[config.mk]
export PLATFORM = sky130hd
export DESIGN_NAME = sia_cell
export DESIGN_NICKNAME = d
export VERILOG_FILES = /design/src/rtl/core/sia_pkg.sv /design/src/rtl/core/sia_cell.sv
export SDC_FILE = /design/constraint.sdc
export NUM_CORES = 1
export LEC_CHECK = 0
export BUFFER_PORTS_ARGS = -buffer_cell sky130_fd_sc_hd__buf_4
export CAP_MARGIN = 20
export CORE_ASPECT_RATIO = 0.7
export CORE_MARGIN = 3
export CORE_UTILIZATION = 41
export DETAILED_ROUTE_END_ITERATION = 10
export PLACE_DENSITY = 0.86
export REMOVE_ABC_BUFFERS = 1
export SYNTH_ARGS = -nofsm -noshare
export SYNTH_HDL_FRONTEND = slang
export SYNTH_SLANG_ARGS = --single-unit
[constraint.sdc]
create_clock -name clock -period 7.9 [get_ports clock]
set_input_delay 0.79 -clock clock [delete_from_list [all_inputs] [get_ports clock]]
set_output_delay 0.79 -clock clock [all_outputs]
set_load 0.01 [all_outputs]
[src/rtl/core/sia_pkg.sv]
`default_nettype none
// ----------------------------------------------------------------------------
// sia_pkg
// Shared types and constants for the shifting insert array unit.
// ----------------------------------------------------------------------------
package sia_pkg;

   localparam int DEPTH_DEFAULT = 64;
   localparam int DATA_W        = 32;
   localparam int POS_W         = 7;
   localparam int FILL_W        = 7;
   localparam int EIDX_W        = 6;
   localparam int CAP_W         = 7;
   localparam int STS_W         = 3;
   localparam int FUNC_W        = 2;

   localparam logic [CAP_W-1:0] CAP_RESET = 7'd64;

   typedef enum logic [FUNC_W-1:0] {
      FUNC_APPEND = 2'd0,
      FUNC_INSERT = 2'd1,
      FUNC_READ   = 2'd2,
      FUNC_NONE   = 2'd3
   } func_type;

   typedef enum logic [STS_W-1:0] {
      STS_DONE      = 3'd0,
      STS_RANGE     = 3'd1,
      STS_FULL      = 3'd2,
      STS_OVERWRITE = 3'd3,
      STS_EMPTY     = 3'd4
   } status_type;

   // what every cell does in the current cycle
   typedef enum logic [2:0] {
      MODE_IDLE,
      MODE_APPEND,
      MODE_INSERT,
      MODE_OVERWRITE,
      MODE_ROTATE
   } mode_type;

   typedef enum logic {
      STATE_IDLE,
      STATE_READ
   } state_type;

   // broadcast to all cells
   typedef struct packed {
      mode_type                 mode;
      logic [POS_W-1:0]         pos;
      logic [FILL_W-1:0]        fill;
      logic signed [DATA_W-1:0] value;
   } cell_ctrl_type;

endpackage
`default_nettype wire

[src/rtl/core/sia_cell.sv]
`default_nettype none
// ----------------------------------------------------------------------------
// sia_cell
// One array entry; loads, shifts up from its left neighbor, or rotates down.
// ----------------------------------------------------------------------------
module sia_cell #(
   parameter int IDX = 0
) (
   input  wire logic                          clock,
   input  wire sia_pkg::cell_ctrl_type        ctrl,
   input  wire logic signed [sia_pkg::DATA_W-1:0] left_data,
   input  wire logic signed [sia_pkg::DATA_W-1:0] right_data,
   input  wire logic signed [sia_pkg::DATA_W-1:0] head_data,
   output logic signed [sia_pkg::DATA_W-1:0]      data_q
);
   import sia_pkg::*;

   localparam logic [POS_W-1:0] MY_IDX = POS_W'(IDX);

   logic signed [DATA_W-1:0] data_ff;
   logic signed [DATA_W-1:0] data_in;

   always_comb begin
      data_in = data_ff;
      case (ctrl.mode)
         MODE_APPEND: begin
            if (MY_IDX == ctrl.fill) data_in = ctrl.value;
         end
         MODE_INSERT: begin
            if (MY_IDX == ctrl.pos) begin
               data_in = ctrl.value;
            end else if (MY_IDX > ctrl.pos && MY_IDX <= ctrl.fill) begin
               data_in = left_data;
            end
         end
         MODE_OVERWRITE: begin
            if (MY_IDX == ctrl.pos) data_in = ctrl.value;
         end
         MODE_ROTATE: begin
            // top filled entry takes the head, the rest move down
            if (MY_IDX + POS_W'(1) == ctrl.fill) begin
               data_in = head_data;
            end else if (MY_IDX + POS_W'(1) < ctrl.fill) begin
               data_in = right_data;
            end
         end
         default: data_in = data_ff;
      endcase
   end

   always_ff @(posedge clock) begin
      data_ff <= data_in;
   end

   assign data_q = data_ff;

endmodule
`default_nettype wire

; Word level (Yosys, flattened, before mapping)
; Cells that the tools add are included.
[classes]
n_lt_le_gt_ge = 3
eq_ne = 9
muxes = 7
n_reduce_logical = 5
[ops]
columns = operator, count
row1 = 32-bit two-way mux, 6
row2 = 32-bit one-hot mux with 4 select lines, 1
row3 = 7-bit logical NOT, 2
row4 = 1-bit by 7-bit equality test with 1-bit output (first input constant), 1
row5 = 1-bit by 7-bit > comparator with 1-bit output (first input constant), 1
row6 = 1-bit by 7-bit less-or-equal comparator with 1-bit output (first input constant), 1
row7 = 1-bit by 7-bit < comparator with 1-bit output (first input constant), 1
row8 = 3-bit by 2-bit equality test with 1-bit output (second input constant), 2
row9 = 3-bit inequality test (second input constant), 2
row10 = 5-bit AND reduction, 1
row11 = 2-bit inequality test (second input constant), 2
row12 = 4-bit nonzero test, 1
row13 = 3-bit by 1-bit equality test with 1-bit output (second input constant), 1
row14 = 3-bit equality test (second input constant), 1
row15 = 1-bit logical AND, 1
[word_totals]
reg_bits = 32
input_bits = 146
output_inout_bits = 32
wordCells = 25

; Longest topological paths before layout
[logic_depth]
ltp_word = 5
mapped_depth = 6
depth_no_buf = 4

; Worst setup path after synthesis
; OpenSTA, ideal clock, no wires.
[synth_path]
path_kind = input port to flip-flop
from = input ctrl[35] (netlist bit)
to = register data_ff[0] (netlist: data_q[0]), enable pin
setup_ps = 433
arrival_ps = 3412
t_required_ps = 7467
path_slack_ps = 4055
path_stages = 5
path_buffers = 1
path_cell_list = or4_4 -> buf_6 -> nor4_2 -> a31oi_1 -> o22ai_1
[synth_via]
elab_chain_len = 4
word_cells_on_any_way = 9
classes_between = order compare (2) / eq/ne (4) / reduce/logical (3)
[synth_rtl]
columns = item, line
row1 = start: declaration, sia_cell.sv:10  ; input wire sia_pkg::cell_ctrl_type ctrl,
row2 = 1-bit by 7-bit less-or-equal comparator with 1-bit output, sia_cell.sv:32  ; end else if (MY_IDX > ctrl.pos && MY_IDX <= ctrl.fill) begin
row3 = 1-bit logical AND, sia_cell.sv:32
row4 = 3-bit inequality test (no source line), n/a
row5 = 5-bit AND reduction (no source line) (*), n/a
row6 = end signal: assignment, sia_cell.sv:52  ; data_ff <= data_in;
row7 = end: declaration, sia_cell.sv:20  ; logic signed [DATA_W-1:0] data_ff;
; Every way passes the cells marked *; elsewhere a longest branch is shown, timed or not.
; A chain may end at the register's enable or synchronous reset.

; Worst setup path after layout
[layout_path]
from = input ctrl[35] (netlist bit)
to = register data_ff[26] (netlist: data_q[26]), enable pin
; The elaborated chain is that of the path after synthesis.

==> results.py <==
metrics = {
    "run_status": {
        "run_status": "finished clean",
    },
    "timing": {
        "whs_ps": 812,
        "min_period_ps": 3160,
        "slew_headroom": 0.288,
        "setup_viol": 0,
        "fmax_mhz": 317,
        "timing.final.crit_share": 0.400,
        "rsz0062_at_grt": "no",
        "finalHoldViolations": 0,
        "tns_ps": 0,
        "worstMarginPinSlew_ps": 1070,
        "slew_viol_final": 0,
    },
    "clock_tree": {
        "hold_buffers": 0,
        "cts-root-buf": "clkbuf_8",
        "clkSlewWorstSetupHoldPaths_ps": 70,
        "cts_inserted_buffers": 5,
        "post_cts_buffers": 0,
        "htree_levels": 2,
        "cts_buffer_depth": 2,
        "tritoncts": "yes",
        "cts_resized": 0,
        "clkSinkCount": 32,
    },
    "run": {
        "max-cap-violations": 0,
    },
    "synthesis": {
        "synth_seq_area_share": 0.475,
        "ys_types": 22,
        "syn_area_per_cell_sq_um": 10.2,
        "synthesis.instances": 199,
        "ys_ff_latch": 32,
        "yosysWarnings": 0,
        "syn_area_sq_um": 2020,
    },
    "floorplanning": {
        "dieHeight_um": 64.8,
        "pin_count": 178,
        "start_util": 0.444,
        "rows": 20,
        "die_w_um": 90.0,
        "coreArea_sq_um": 4550,
        "fp.dieArea_sq_um": 5830,
    },
    "cells_and_area": {
        "drive_gt1_frac": 0.537,
        "fillers": 352,
        "syn_to_final_growth_pct": 71.6,
        "multi_input_area_sq_um": 957,
        "nNetsFinal": 513,
        "regArea_sq_um": 961,
        "antenna_cells": 0,
        "largest_reg_flops": 32,
    },
    "routing": {
        "wirelength_um": 7700,
        "via_per_inst": 5.60,
        "dr.first_iter.drc_count": 216,
        "drc_errors": 0,
        "wl_per_cell_um": 17.8,
        "final_antenna_net_count": 0,
        "drtPass1Iterations": 5,
        "vias": 2424,
    },
    "placement": {
        "io_buffers": 177,
        "dp_hpwl_um": 5620,
        "gp_congestion": 0.823,
    },
    "global_route": {
        "antenna_found_initial": 0,
        "track_usage": 0.241,
        "grt_pass1_vias": 2270,
        "grt-ovfl-total": 0,
        "grt_pass1_wl_um": 11200,
        "grt_max_degree": 35,
    },
    "setup_path": {
        "crit_path_start_kind": "primary input",
        "cp_max_fo": 33,
        "path_class": "primary input to flip-flop",
        "crit_required_ps": 7790,
        "arrival_ps": 3050,
        "end_kind": "flip-flop",
    },
    "power": {
        "p_leak_nw": 1.44,
        "irDropWorstVdd_v": 0.0000678,
        "power_density_nw_per_um2": 127,
    },
    "worst_hold_path": {
        "hold_class": "primary input to flip-flop",
    },
}
-- critical path, cell delays in order --
cell     delay (ps)
buf_4           120
or4_4           730
nor4_2          370
a31oi_1         200
o22ai_4         820
-- synthesized netlist by cell type, drive strengths merged --
master	count	area share
a21oi	33	0.082
o21ai	33	0.085
a221o	32	0.16
edfxtp	32	0.47
nand3	32	0.079
buf	13	0.041
clkbuf	9	0.024
nor4	3	0.015
or3b	3	0.013
nand2	2	0.0037
a31oi	1	0.0031
and3	1	0.0031
inv	1	0.0019
nor3	1	0.0025
nor3b	1	0.0037
o22ai	1	0.0031
or4	1	0.0056
-- per-layer routing --
layer	global-route usage	vias to the layer above	routed length, um
met4	0.0630	0	146
met1	0.290	1102	2860
met5	0	-	0
met2	0.419	154	3780
li1	-	1154	-
met3	0.0824	14	911
-- final cells by class --
cell class,instances,area share
multi-input cells,144,0.276
inverters,1,0.00108
well taps,66,0.0238
flip-flops and latches,32,0.277
repair buffers,183,0.400
clock inverters,1,0.00144
clock buffers,6,0.0209
-- cell families (layout without fill, tap and decap cells) --
group / Yosys count / count (layout) / synth area share
DFF: 32 / 32 / 0.475
AOI/OAI and AO/OA: 100 / 100 / 0.331
and+or+nand+nor: 44 / 44 / 0.126
buffers and inverters: 23 / 191 / 0.0674
-- metrics by stage --
step,power (mW),instance area (sq um),worst slack (ps),instances,util
detailed placement,0.327,3360,4470,424,0.738
CTS,0.441,3440,4760,431,0.755
finish,0.441,3470,4740,433,0.762
floorplan,0.245,1890,4050,177,-
global placement,0.325,3360,4530,424,0.738
global route,0.459,3470,4580,433,0.762
-- cell usage in the layout (no fill, tap or decap), types with 2 or more instances in the layout --
master,Yosys,final
o21ai_1,28,28
or3b_1,3,3
o21ai_2,2,2
buf_4,0,181
nand3_1,32,32
a21oi_1,33,32
edfxtp_1,32,32
buf_8,0,2
nand2_1,2,2
o21ai_0,3,3
clkbuf_8,0,5
a221o_1,32,32
-- where the power goes --
group / switching, mW / total [mW] / internal (mW) / leakage, nW
logic: 0.0480 / 0.123 / 0.0754 / 1.11
registers: 0.00258 / 0.202 / 0.200 / 0.289
clock network: 0.0557 / 0.116 / 0.0598 / 0.0410
total: 0.106 / 0.441 / 0.335 / 1.44
-- worst paths after layout --
check                    end  slack, ps  cells after the start  startpoint
setup / recovery  data_q[26]       4740                      5    ctrl[35]
hold / removal     data_q[0]        810                      2     ctrl[0]
(Power assumes the default switching activity.)
